==> src/rtl/core/pdc_pkg.sv <==
// Shared types, letter constants and square geometry helpers for the Playfair cipher.
// No dependencies; imported by pdc_front, pdc_back and the top level (not by pdc_ram).
package pdc_pkg;

  localparam int unsigned LetterW  = 5;
  localparam int unsigned Alphabet = 26;
  localparam int unsigned Side     = 5;
  localparam int unsigned Cells    = 25;

  typedef logic [LetterW-1:0] letter_t;
  typedef logic [2:0]         coord_t;

  localparam letter_t LetterI = letter_t'(8);
  localparam letter_t LetterJ = letter_t'(9);
  localparam letter_t LetterZ = letter_t'(25);

  typedef enum logic [1:0] {
    OP_ADD = 2'd0,
    OP_FIN = 2'd1,
    OP_ENC = 2'd2
  } op_e;

  typedef struct packed {
    op_e     op;
    letter_t first;
    letter_t second;
  } cmd_t;

  function automatic letter_t clamp_letter(letter_t x);
    return (x > LetterZ) ? LetterZ : x;
  endfunction

  function automatic letter_t cell_index(coord_t r, coord_t c);
    return letter_t'({r, 2'b00}) + letter_t'(r) + letter_t'(c);
  endfunction

  // cell / Side by compare chain
  function automatic coord_t pos_row(letter_t p);
    coord_t r;
    if (p >= letter_t'(4 * Side))      r = coord_t'(4);
    else if (p >= letter_t'(3 * Side)) r = coord_t'(3);
    else if (p >= letter_t'(2 * Side)) r = coord_t'(2);
    else if (p >= letter_t'(Side))     r = coord_t'(1);
    else                               r = coord_t'(0);
    return r;
  endfunction

  function automatic coord_t pos_col(letter_t p);
    letter_t t;
    t = p - cell_index(pos_row(p), coord_t'(0));
    return coord_t'(t);
  endfunction

  function automatic coord_t wrap_inc(coord_t v);
    return (v == coord_t'(Side - 1)) ? coord_t'(0) : v + coord_t'(1);
  endfunction

endpackage

==> src/rtl/core/pdc_ram.sv <==
// Generic RAM: one write port, two registered read ports.
// No dependencies.
module pdc_ram #(
  parameter int unsigned Width = 5,
  parameter int unsigned Depth = 25
) (
  input  logic                     clk_i,
  input  logic                     we_i,
  input  logic [$clog2(Depth)-1:0] waddr_i,
  input  logic [Width-1:0]         wdata_i,
  input  logic [$clog2(Depth)-1:0] raddr_a_i,
  output logic [Width-1:0]         rdata_a_o,
  input  logic [$clog2(Depth)-1:0] raddr_b_i,
  output logic [Width-1:0]         rdata_b_o
);

  logic [Width-1:0] mem_q [Depth];
  logic [Width-1:0] rdata_a_q;
  logic [Width-1:0] rdata_b_q;

  always_ff @(posedge clk_i) begin
    if (we_i) begin
      mem_q[waddr_i] <= wdata_i;
    end
    rdata_a_q <= mem_q[raddr_a_i];
    rdata_b_q <= mem_q[raddr_b_i];
  end

  assign rdata_a_o = rdata_a_q;
  assign rdata_b_o = rdata_b_q;

endmodule

==> src/rtl/core/pdc_front.sv <==
// Front end: accepts input transactions, normalizes letters, drops unused opcodes
// and queues commands for the back end. Depends on pdc_pkg.
module pdc_front #(
  parameter int unsigned Depth = 2
) (
  input  logic             clk_i,
  input  logic             rst_ni,
  input  logic             in_valid_i,
  output logic             in_stall_o,
  input  logic [1:0]       opcode_i,
  input  pdc_pkg::letter_t first_letter_i,
  input  pdc_pkg::letter_t second_letter_i,
  input  logic             pad_second_i,
  output logic             q_valid_o,
  output pdc_pkg::cmd_t    q_cmd_o,
  input  logic             q_pop_i
);
  import pdc_pkg::*;

  localparam int unsigned PtrW = $clog2(Depth);
  localparam int unsigned CntW = $clog2(Depth + 1);

  cmd_t            mem_q [Depth];
  logic [PtrW-1:0] wr_ptr_q, wr_ptr_d;
  logic [PtrW-1:0] rd_ptr_q, rd_ptr_d;
  logic [CntW-1:0] count_q, count_d;
  logic            full;
  logic            keep;
  logic            push;
  cmd_t            cmd_d;
  letter_t         a_n;
  letter_t         b_n;

  assign full       = (count_q == CntW'(Depth));
  assign in_stall_o = full;

  always_comb begin
    a_n          = clamp_letter(first_letter_i);
    b_n          = pad_second_i ? LetterZ : clamp_letter(second_letter_i);
    keep         = 1'b0;
    cmd_d.op     = op_e'(opcode_i);
    cmd_d.first  = a_n;
    cmd_d.second = b_n;
    case (op_e'(opcode_i))
      OP_ADD: keep = 1'b1;
      OP_FIN: keep = 1'b1;
      OP_ENC: begin
        keep = 1'b1;
        // j and i share a cell
        if (a_n == LetterJ) cmd_d.first = LetterI;
        if (b_n == LetterJ) cmd_d.second = LetterI;
      end
      default: keep = 1'b0;
    endcase
  end

  assign push = in_valid_i && !full && keep;

  always_comb begin
    wr_ptr_d = wr_ptr_q;
    rd_ptr_d = rd_ptr_q;
    count_d  = count_q;
    if (push) begin
      wr_ptr_d = (wr_ptr_q == PtrW'(Depth - 1)) ? '0 : wr_ptr_q + PtrW'(1);
    end
    if (q_pop_i) begin
      rd_ptr_d = (rd_ptr_q == PtrW'(Depth - 1)) ? '0 : rd_ptr_q + PtrW'(1);
    end
    if (push && !q_pop_i) begin
      count_d = count_q + CntW'(1);
    end else if (!push && q_pop_i) begin
      count_d = count_q - CntW'(1);
    end
  end

  always_ff @(posedge clk_i or negedge rst_ni) begin
    if (!rst_ni) begin
      wr_ptr_q <= '0;
      rd_ptr_q <= '0;
      count_q  <= '0;
    end else begin
      wr_ptr_q <= wr_ptr_d;
      rd_ptr_q <= rd_ptr_d;
      count_q  <= count_d;
    end
  end

  always_ff @(posedge clk_i) begin
    if (push) begin
      mem_q[wr_ptr_q] <= cmd_d;
    end
  end

  assign q_valid_o = (count_q != '0);
  assign q_cmd_o   = mem_q[rd_ptr_q];

endmodule

==> src/rtl/core/pdc_back.sv <==
// Back end: key square build, completion sweep and pair encryption, plus the output register.
// Depends on pdc_pkg and pdc_ram.
module pdc_back (
  input  logic             clk_i,
  input  logic             rst_ni,
  input  logic             q_valid_i,
  input  pdc_pkg::cmd_t    q_cmd_i,
  output logic             q_pop_o,
  output logic             out_valid_o,
  input  logic             out_stall_i,
  output pdc_pkg::letter_t cipher_first_o,
  output pdc_pkg::letter_t cipher_second_o,
  output logic             status_o
);
  import pdc_pkg::*;

  localparam logic [1:0] ST_IDLE = 2'd0;
  localparam logic [1:0] ST_FILL = 2'd1;
  localparam logic [1:0] ST_POS  = 2'd2;
  localparam logic [1:0] ST_CELL = 2'd3;

  logic [1:0]          state_q, state_d;
  logic [Alphabet-1:0] used_q, used_d;
  letter_t             fill_q, fill_d;
  letter_t             k_q, k_d;
  logic                ready_q, ready_d;

  logic    out_valid_q, out_valid_d;
  letter_t cf_q, cs_q, cf_d, cs_d;
  logic    status_q, status_d;

  logic    out_free;
  logic    place_en;
  logic    place_ok;
  letter_t place_letter;
  logic    load_nr;
  logic    load_enc;

  letter_t pos_a, pos_b;
  letter_t sq_a, sq_b;
  coord_t  ra, ca, rb, cb;
  letter_t idx_a, idx_b;

  assign out_free = !out_valid_q || !out_stall_i;

  always_comb begin
    state_d  = state_q;
    k_d      = k_q;
    ready_d  = ready_q;
    q_pop_o  = 1'b0;
    place_en = 1'b0;
    load_nr  = 1'b0;
    load_enc = 1'b0;
    case (state_q)
      ST_IDLE: begin
        if (q_valid_i) begin
          case (q_cmd_i.op)
            OP_ADD: begin
              q_pop_o  = 1'b1;
              place_en = !ready_q;
            end
            OP_FIN: begin
              q_pop_o = 1'b1;
              if (!ready_q) begin
                state_d = ST_FILL;
                k_d     = '0;
              end
            end
            OP_ENC: begin
              // output slot is free by the time the result lands
              if (out_free) begin
                q_pop_o = 1'b1;
                if (ready_q) state_d = ST_POS;
                else load_nr = 1'b1;
              end
            end
            default: q_pop_o = 1'b1;
          endcase
        end
      end
      ST_FILL: begin
        place_en = 1'b1;
        k_d      = k_q + letter_t'(1);
        if (k_q == LetterZ) begin
          ready_d = 1'b1;
          state_d = ST_IDLE;
        end
      end
      ST_POS:  state_d = ST_CELL;
      ST_CELL: begin
        load_enc = 1'b1;
        state_d  = ST_IDLE;
      end
      default: state_d = ST_IDLE;
    endcase
  end

  assign place_letter = (state_q == ST_FILL) ? k_q : q_cmd_i.first;
  assign place_ok = place_en && (place_letter != LetterJ) && !used_q[place_letter]
                    && (fill_q < LetterW'(Cells));

  always_comb begin
    used_d = used_q;
    fill_d = fill_q;
    if (place_ok) begin
      used_d[place_letter] = 1'b1;
      fill_d               = fill_q + letter_t'(1);
    end
  end

  pdc_ram #(.Width(LetterW), .Depth(Alphabet)) u_pos_ram (
    .clk_i     (clk_i),
    .we_i      (place_ok),
    .waddr_i   (place_letter),
    .wdata_i   (fill_q),
    .raddr_a_i (q_cmd_i.first),
    .rdata_a_o (pos_a),
    .raddr_b_i (q_cmd_i.second),
    .rdata_b_o (pos_b)
  );

  always_comb begin
    ra = pos_row(pos_a);
    ca = pos_col(pos_a);
    rb = pos_row(pos_b);
    cb = pos_col(pos_b);
    if (ra == rb) begin
      idx_a = cell_index(ra, wrap_inc(ca));
      idx_b = cell_index(rb, wrap_inc(cb));
    end else if (ca == cb) begin
      idx_a = cell_index(wrap_inc(ra), ca);
      idx_b = cell_index(wrap_inc(rb), cb);
    end else begin
      idx_a = cell_index(ra, cb);
      idx_b = cell_index(rb, ca);
    end
  end

  pdc_ram #(.Width(LetterW), .Depth(Cells)) u_sq_ram (
    .clk_i     (clk_i),
    .we_i      (place_ok),
    .waddr_i   (fill_q),
    .wdata_i   (place_letter),
    .raddr_a_i (idx_a),
    .rdata_a_o (sq_a),
    .raddr_b_i (idx_b),
    .rdata_b_o (sq_b)
  );

  always_comb begin
    out_valid_d = out_valid_q && out_stall_i;
    cf_d        = cf_q;
    cs_d        = cs_q;
    status_d    = status_q;
    if (load_nr) begin
      out_valid_d = 1'b1;
      cf_d        = '0;
      cs_d        = '0;
      status_d    = 1'b1;
    end else if (load_enc) begin
      out_valid_d = 1'b1;
      cf_d        = sq_a;
      cs_d        = sq_b;
      status_d    = 1'b0;
    end
  end

  always_ff @(posedge clk_i or negedge rst_ni) begin
    if (!rst_ni) begin
      state_q     <= ST_IDLE;
      used_q      <= '0;
      fill_q      <= '0;
      k_q         <= '0;
      ready_q     <= 1'b0;
      out_valid_q <= 1'b0;
    end else begin
      state_q     <= state_d;
      used_q      <= used_d;
      fill_q      <= fill_d;
      k_q         <= k_d;
      ready_q     <= ready_d;
      out_valid_q <= out_valid_d;
    end
  end

  always_ff @(posedge clk_i) begin
    cf_q     <= cf_d;
    cs_q     <= cs_d;
    status_q <= status_d;
  end

  assign out_valid_o     = out_valid_q;
  assign cipher_first_o  = cf_q;
  assign cipher_second_o = cs_q;
  assign status_o        = status_q;

endmodule

==> src/rtl/core/playfair_digraph_cipher.sv <==
// Playfair 5x5 digraph cipher top level: front-end queue feeding the key/encrypt back end.
// Depends on pdc_pkg, pdc_front, pdc_back (and pdc_ram through pdc_back).
//
//  channel | handshake              | payload
//  --------+------------------------+---------------------------------------------------
//  in      | in_valid_i / in_stall_o | opcode_i, first_letter_i, second_letter_i, pad_second_i
//  out     | out_valid_o / out_stall_i | cipher_first_o, cipher_second_o, status_o
//
// Key letter: written to both RAMs as its ADD command is popped. Complete: one letter of the
// alphabet per cycle through the single write port of each RAM, then back to idle. Encrypt:
// two registered RAM reads (position map, then square) ahead of the output register.
// Reset clears control state only; the RAMs need no clearing pass.
// The front queue keeps taking transactions while the back end is busy or the output stalls,
// until QueueDepth commands wait; then in_stall_o stays high until the back end pops one.
module playfair_digraph_cipher #(
  parameter int unsigned QueueDepth = 2
) (
  input  logic             clk_i,
  input  logic             rst_ni,
  input  logic             in_valid_i,
  output logic             in_stall_o,
  input  logic [1:0]       opcode_i,
  input  pdc_pkg::letter_t first_letter_i,
  input  pdc_pkg::letter_t second_letter_i,
  input  logic             pad_second_i,
  output logic             out_valid_o,
  input  logic             out_stall_i,
  output pdc_pkg::letter_t cipher_first_o,
  output pdc_pkg::letter_t cipher_second_o,
  output logic             status_o
);
  import pdc_pkg::*;

  logic q_valid;
  logic q_pop;
  cmd_t q_cmd;

  pdc_front #(.Depth(QueueDepth)) u_front (
    .clk_i           (clk_i),
    .rst_ni          (rst_ni),
    .in_valid_i      (in_valid_i),
    .in_stall_o      (in_stall_o),
    .opcode_i        (opcode_i),
    .first_letter_i  (first_letter_i),
    .second_letter_i (second_letter_i),
    .pad_second_i    (pad_second_i),
    .q_valid_o       (q_valid),
    .q_cmd_o         (q_cmd),
    .q_pop_i         (q_pop)
  );

  pdc_back u_back (
    .clk_i           (clk_i),
    .rst_ni          (rst_ni),
    .q_valid_i       (q_valid),
    .q_cmd_i         (q_cmd),
    .q_pop_o         (q_pop),
    .out_valid_o     (out_valid_o),
    .out_stall_i     (out_stall_i),
    .cipher_first_o  (cipher_first_o),
    .cipher_second_o (cipher_second_o),
    .status_o        (status_o)
  );

`ifndef SYNTH
  a_pop_nonempty: assert property (@(posedge clk_i) disable iff (!rst_ni)
    q_pop |-> q_valid)
    else $error("queue popped while empty");

  a_not_ready_zero: assert property (@(posedge clk_i) disable iff (!rst_ni)
    (out_valid_o && status_o) |-> (cipher_first_o == '0 && cipher_second_o == '0))
    else $error("not-ready result carries letters");

  a_cipher_letters: assert property (@(posedge clk_i) disable iff (!rst_ni)
    (out_valid_o && !status_o) |->
      (cipher_first_o != LetterJ && cipher_second_o != LetterJ &&
       cipher_first_o <= LetterZ && cipher_second_o <= LetterZ))
    else $error("cipher letter outside the square");

  a_result_follows_pop: assert property (@(posedge clk_i) disable iff (!rst_ni)
    (!out_valid_o && !q_pop) |=> !out_valid_o || $past(q_valid) || $past(q_valid, 2)
                                 || $past(q_valid, 3))
    else $error("result appeared without a queued command");
`endif

endmodule
==> config.mk <==
export PLATFORM = sky130hd
export DESIGN_NAME = playfair_digraph_cipher
export DESIGN_NICKNAME = d
export VERILOG_FILES = /design/src/rtl/core/pdc_pkg.sv /design/src/rtl/core/pdc_ram.sv /design/src/rtl/core/pdc_front.sv /design/src/rtl/core/pdc_back.sv /design/src/rtl/core/playfair_digraph_cipher.sv
export SDC_FILE = /design/constraint.sdc
export NUM_CORES = 1
export LEC_CHECK = 0
export BUFFER_PORTS_ARGS = -buffer_cell sky130_fd_sc_hd__clkbuf_2
export CORE_ASPECT_RATIO = 1.25
export CORE_MARGIN = 2
export CORE_UTILIZATION = 64
export CTS_CLUSTER_SIZE = 30
export DETAILED_ROUTE_END_ITERATION = 8
export GPL_ROUTABILITY_DRIVEN = 0
export HOLD_SLACK_MARGIN = 0.12
export PLACE_DENSITY = 0.8
export SLEW_MARGIN = 20
export SYNTH_ARGS = -nofsm -noshare
export SYNTH_HDL_FRONTEND = slang
export SYNTH_SLANG_ARGS = --single-unit
==> constraint.sdc <==
create_clock -name clk_i -period 6.57 [get_ports clk_i]
set_input_delay 0.657 -clock clk_i [delete_from_list [all_inputs] [get_ports clk_i]]
set_output_delay 0.657 -clock clk_i [all_outputs]
set_load 0.05 [all_outputs]
Word-level counts from Yosys, hierarchy flattened
Memories as Yosys holds them, arrays and structs flattened. A register that Yosys moved wholly into a read port is not among the register bits.
Index checks and enable logic that the tools add are counted.
{"block": "totals", "reg_bits": 55, "ramBits": 279, "inputBits": 17, "out_inout_bits": 13, "wordCells": 166, "memories": 3}
{"name": "u_back.u_pos_ram.mem_q", "depth": 26, "width": 5, "rd": 2, "rd_clocked_by_memory_dff": 2, "wr": 1, "line": "pdc_ram.sv:17", "source": "logic [Width-1:0] mem_q [Depth];"}
{"name": "u_back.u_sq_ram.mem_q", "depth": 25, "width": 5, "rd": 2, "rd_clocked_by_memory_dff": 2, "wr": 1, "line": "pdc_ram.sv:17"}
{"name": "u_front.mem_q", "depth": 2, "width": 12, "rd": 1, "rd_clocked_by_memory_dff": 0, "wr": 1, "line": "pdc_front.sv:23", "source": "cmd_t mem_q [Depth];"}
{"block": "op_classes", "n_addsub": 22, "order_cmp": 13, "eq_ne": 26, "muxes": 62, "bitwise_logic": 1, "reduce_logical": 27}
{"op": "5-bit 2-to-1 mux", "count": 13}
{"op": "5-bit by 3-bit adder with 5-bit output", "count": 10}
{"op": "3-bit 2-to-1 mux", "count": 9}
{"op": "26-bit bitwise OR", "count": 1}
{"op": "1-bit 2-to-1 mux", "count": 25}
{"op": "5-bit by 4-bit greater-or-equal comparator with 1-bit output, second input constant", "count": 4}
{"op": "2-bit 2-to-1 mux", "count": 8}
{"op": "3-bit by 1-bit adder with 3-bit output, second input constant", "count": 4}
{"op": "3-bit equality test, second input constant", "count": 4}
{"op": "5-bit by 1-bit adder with 5-bit output, second input constant", "count": 2}
{"op": "2-bit equality test, second input constant", "count": 5}
{"op": "5-bit by 4-bit equality test with 1-bit output, second input constant", "count": 2}
{"op": "5-bit by 3-bit greater-or-equal comparator with 1-bit output, second input constant", "count": 2}
{"op": "5-bit greater-or-equal comparator, second input constant", "count": 2}
{"op": "5-bit > comparator, second input constant", "count": 2}
{"op": "10-bit 2-to-1 mux", "count": 1}
{"op": "5-bit case mux with 2 select lines", "count": 1}
{"op": "1-bit logical AND", "count": 9}
{"op": "2-bit case mux with 4 select lines", "count": 1}
{"op": "1-bit zero test", "count": 7}
{"op": "2-bit by 1-bit equality test with 1-bit output, second input constant", "count": 3}
{"op": "3-bit equality test", "count": 2}
{"op": "2-bit zero test", "count": 3}
{"op": "5-bit by 6-bit < comparator with 1-bit output, second input constant", "count": 1}
{"op": "other kinds (22)", "count": 30}

Depth between registers and ports, before layout
{"block": "depth", "depth_word": 11, "ltp_mapped": 22, "ltp_nobuf": 22}

By module
A second synthesis with hierarchy kept.
{"block": "hier_totals", "hier_cells": 1295, "hier_area_um2": 17954.7}
{"module": "pdc_ram (u_back.u_pos_ram)", "instances": 1, "cells_each": 412, "area_per_inst_um2": 6497.5, "seq_area_each_um2": 4103.9}
{"module": "pdc_ram (u_back.u_sq_ram)", "instances": 1, "cells_each": 372, "area_per_inst_um2": 6223.5, "seq_area_each_um2": 3953.8}
{"module": "pdc_back", "instances": 1, "cells_each": 436, "area_per_inst_um2": 4028.9, "seq_area_each_um2": 1196.1}
{"module": "pdc_front", "instances": 1, "cells_each": 75, "area_per_inst_um2": 1204.9, "seq_area_each_um2": 820.8}

Least setup slack after synthesis
OpenSTA, ideal clock, no wires.
{"block": "synth_timing", "path_type": "flip-flop to flip-flop", "startpoint": "register u_back.u_pos_ram.rdata_b_q[1] (netlist: u_back.u_pos_ram.rdata_b_o[1]) (read register of u_back.u_pos_ram.mem_q)", "endpoint": "register u_back.u_sq_ram.rdata_b_q[0] (netlist: u_back.u_sq_ram.rdata_b_o[0]) (read register of u_back.u_sq_ram.mem_q)", "setup_time_ps": 126, "arrival_time_ps": 4989, "required_time_ps": 6444, "setup_slack_ps": 1455, "stages_incl_launch_ff": 23, "path_buffers": 0, "synth_period_minus_slack_ps": 5115, "path_cell_list": "dfxtp_1 and2b_1 o21ai_0 a221o_1 inv_1 nor2_1 ha_1 inv_1 fa_1 and3_1 a221o_1 nor3_2 fa_1 ha_1 a21o_1 a21oi_1 xnor2_1 nand3_1 a32oi_1 nand4_1 a221o_1 nor3_1 nor4_2"}
{"block": "synth_via", "elab_chain_len": 11, "word_cells_on_any_way": 24, "classes_between": "8 x add/sub; 4 x order compare; 4 x eq/ne; 8 x mux"}
{"element": "start, declared", "line": "pdc_ram.sv:19", "source": "logic [Width-1:0] rdata_b_q;"}
{"element": "5-bit by 3-bit greater-or-equal comparator with 1-bit output", "line": "pdc_pkg.sv:43", "source": "else if (p >= letter_t'(Side)) r = coord_t'(1);"}
{"element": "1-bit 2-to-1 mux", "line": "pdc_pkg.sv:43"}
{"element": "3-bit 2-to-1 mux", "line": "pdc_pkg.sv:42", "source": "else if (p >= letter_t'(2 * Side)) r = coord_t'(2);"}
{"element": "3-bit 2-to-1 mux", "line": "pdc_pkg.sv:41", "source": "else if (p >= letter_t'(3 * Side)) r = coord_t'(3);"}
{"element": "3-bit 2-to-1 mux", "line": "pdc_pkg.sv:40", "source": "if (p >= letter_t'(4 * Side)) r = coord_t'(4);"}
{"element": "5-bit by 3-bit adder with 5-bit output (tied with other cells)", "line": "pdc_pkg.sv:34", "source": "return letter_t'({r, 2'b00}) + letter_t'(r) + letter_t'(c);"}
{"element": "3-bit subtractor / 3-bit 2-to-1 mux (equally long branches)", "line": "pdc_pkg.sv:50, pdc_pkg.sv:55"}
{"element": "3-bit by 1-bit adder with 3-bit output (tied with other cells)", "line": "pdc_pkg.sv:55", "source": "return (v == coord_t'(Side - 1)) ? coord_t'(0) : v + coord_t'(1);"}
{"element": "3-bit 2-to-1 mux / 5-bit by 3-bit adder with 5-bit output (equally long branches)", "line": "pdc_pkg.sv:55, pdc_pkg.sv:34"}
{"element": "5-bit by 3-bit adder with 5-bit output / 5-bit 2-to-1 mux (equally long branches)", "line": "pdc_pkg.sv:34, pdc_back.sv:130"}
{"element": "5-bit 2-to-1 mux *", "line": "pdc_back.sv:127", "source": "if (ra == rb) begin"}
{"element": "end, declared", "line": "pdc_ram.sv:19"}
Mark *: on every way between the ends. The rest lies on a longest branch, timed or not.
A chain may end at the register's enable or synchronous reset.

Worst setup path after layout
{"block": "layout_timing", "startpoint": "register u_back.u_pos_ram.rdata_b_q[1] (netlist: u_back.u_pos_ram.rdata_b_o[1]) (read register of u_back.u_pos_ram.mem_q)", "endpoint": "register u_back.u_sq_ram.rdata_b_q[1] (netlist: u_back.u_sq_ram.rdata_b_o[1]) (read register of u_back.u_sq_ram.mem_q)"}
The elaborated chain is that of the path after synthesis.

==> run metrics <==
final hold violations 0; Peak Freq 166 MHz; Pins Over Slew Limit 0; Die H around 190 um; # DRC 12; top-count cell post-synth edfxtp_1; Seq. cell area approximately 10000 um^2; crit path kind flop to flop; Crit path required time between 6000 and 7000 ps; area share of the largest cell type after synthesis between 40% and 50%; Worst-Skew Late Latency roughly 550 ps; Ys Warns 0; Post-CTS Setup Bufs 0; Worst path slowest cell nor2_1; Routed Antenna Nets 0; max_cap viols 0; Post-synth ARST share around 12%; Setup WS pre-CTS about 630 ps; # H-tree levels 2; CP arrival between 6000 and 7000 ps; # diodes 0; dominant synthesized flop cell edfxtp_1; FP Rows 69; Reg2Reg Depth 19; Max-slew headroom about 19%; Cell Area, Synth 18500 um^2; number of synthesized flops with an enable pin between 200 and 300; area of the core 28500 um^2; I/O pin count 30; sequential share of the synthesized area 54.5%; top cells by count, synth edfxtp_1, nand2_1, nand3_1; detailed placer's ending HPWL 33100 um; Clock Skews around 26 ps; worst r2r dst u_back.u_sq_ram.rdata_b_o[1]$_DFF_P_; vias roughly 14k; root buffer cell clkbuf_16; Starting Density about two thirds; worst setup margin between 500 and 600 ps; Tmin final 6020 ps; cell taking the most area after synthesis edfxtp_1; CP top delay family simple AND/OR/NAND/NOR gates; Crit path largest cell delay ~830 ps; CP Cell Sequence and2b_1, o21ai_0, a221o_1, inv_1, nor2_1, ha_1, inv_1, fa_1, and3_1, a221o_1, nor3_2, mux2_2, ha_1, xnor2_1, and2_1, nor2_1, a21oi_1, a211oi_1, nor4_2; hold_buf cts 0; DR iter-0 viols between 2k and 2.5k; area of the multi-input gates 7860 um^2; layout cell share with drive strength beyond 1 between 10% and 20%; Worst-path clk slew around 70 ps; gr usage total between 30% and 40%; CTS max path bufs 3; crit end category flop; setup TNS 0 ps; post-cts sizing count 0; setup slack, reg-to-reg about 550 ps; # clock sinks 354; number of synthesized register bits approximately 350; TritonCTS clock tree done; RSZ-0062 raised after global routing false; PortBufs 29; Fill cells about 2k; initial antenna violation count 0; synth top area cells edfxtp_1, dfrtp_1, mux4_2; failing checks DRC; FF-to-FF Start u_back.u_pos_ram.rdata_b_o[1]$_DFF_P_; nets roughly 1.7k; WP buf/inv 2; Die W 156 um; Final Cell Area about 20000 um^2; DIE AREA approximately 30000 um^2; synth-to-layout area growth 8.18%; status finished, violations left; Worst-Margin Slew 1210 ps; period utilization 91.6%; min-delay worst type primary input to asynchronous set/reset pin; Post-Place Cell Area between 15000 and 20000 um^2; final setup violation count 0; CP startpoint kind flop; 1st-pass router iterations 9; global-route wire length before repair between 70000 and 80000 um; gr ovfl total 0; vias per inst 7.10; number of global-route vias before repair between 10k and 15k; total CTS buffers 34; WL final around 50000 um; syn_area_per_cell about 12 um^2; critical path fanouts, max 15; number of distinct library cells after synthesis 72; drt wl/cell ~25 um; Syn Inst Count between 1.5k and 2k; largest net degree at the start of global routing 66
## how the worst max path moves through the flow
stage,endpoint,cells after the start,from
5_1_grt,u_back.u_sq_ram.rdata_b_o[1]$_DFF_P_,17,u_back.u_pos_ram.rdata_b_o[1]$_DFF_P_
3_5_place_dp,u_back.u_sq_ram.rdata_b_o[4]$_DFF_P_,22,u_back.u_pos_ram.rdata_b_o[1]$_DFF_P_
4_1_cts,u_back.u_sq_ram.rdata_b_o[4]$_DFF_P_,22,u_back.u_pos_ram.rdata_b_o[1]$_DFF_P_
2_1_floorplan,u_back.u_sq_ram.rdata_b_o[0]$_DFF_P_,22,u_back.u_pos_ram.rdata_b_o[1]$_DFF_P_
3_3_place_gp,u_back.u_sq_ram.rdata_a_o[4]$_DFF_P_,17,u_back.u_pos_ram.rdata_a_o[2]$_DFF_P_
6_report,u_back.u_sq_ram.rdata_b_o[1]$_DFF_P_,19,u_back.u_pos_ram.rdata_b_o[1]$_DFF_P_
## kinds of logic after synthesis
family                   count (synthesis)  share of synthesized area, %
XOR/XNOR                                23                          1.13
flip-flops                             354                          54.5
multiplexers                           102                          9.64
adder cells (fa/ha/maj)                 48                          3.64
AO/OA/AOI/OAI                          353                          12.6
buffers and inverters                  153                          3.45
AND/OR/NAND/NOR                        565                          15.0
other                                    1                        0.0203
## worst register-to-register path, cell delays in order, from the launching register on
cell,delay [ps]
dfxtp_1,420
and2b_1,240
o21ai_0,170
a221o_1,290
inv_1,120
nor2_1,270
ha_1,210
inv_1,50
fa_1,410
and3_1,170
a221o_1,280
nor3_2,480
mux2_2,410
ha_1,320
xnor2_1,180
and2_1,220
nor2_1,830
a21oi_1,230
a211oi_1,510
nor4_2,100
## registers in the layout, summed over array words and instances, names as in the netlist, 24 cells and up
register and count:
u_back.u_sq_ram.mem_q 125, u_back.u_pos_ram.mem_q 130, u_back.used_q 26, u_front.mem_q 24
## metrics by stage
| step | hold WS, ps | utilization, % | cells |
|---|---|---|---|
| after floorplan | 361 | - | 1603 |
| after global placement | 366 | 66.5 | 1917 |
| after detailed placement | 363 | 66.5 | 1917 |
| after CTS | 249 | 70.3 | 1977 |
| after global routing | 278 | 70.3 | 1977 |
| final | 233 | 70.3 | 1977 |
## routing by layer
metal	vias up	track usage (%)	part of all wire [%]
li1	6054	-	-
met1	6753	41.4	36
met2	983	53.6	48
met3	249	6.30	9.7
met4	0	18.7	6.3
met5	-	0	0
## layout make-up
type                    count  share of cell area (%)
flip-flops and latches    354                    50.4
repair buffers             56                    1.74
clock buffers              45                    4.66
inverters                  56                    1.05
multi-input cells        1096                    39.2
clock inverters            15                   0.693
well taps                 355                    2.22
## cells in the final DEF (no fill, tap or decap), types with 14 or more instances in the layout
cell type and n:
edfxtp_1 279, nand2_1 200, nand3_1 102, nor2_1 94, o21ai_0 88, a21oi_1 78, inv_1 55, dfrtp_1 43
mux4_2 42, ha_1 37, o211ai_1 35, clkbuf_16 35, or2_2 31, dfxtp_1 31, clkbuf_2 29, a211oi_1 27
buf_4 27, and3_1 23, mux2_2 22, o221ai_1 21, mux2i_1 17, a311oi_1 17, and2_1 16, nor3_1 16
or4_1 16, nand2b_1 14, a21o_1 14
Power is not shown: default switching activity piles up to over one toggle a cycle in this logic, so the estimate is an artifact.
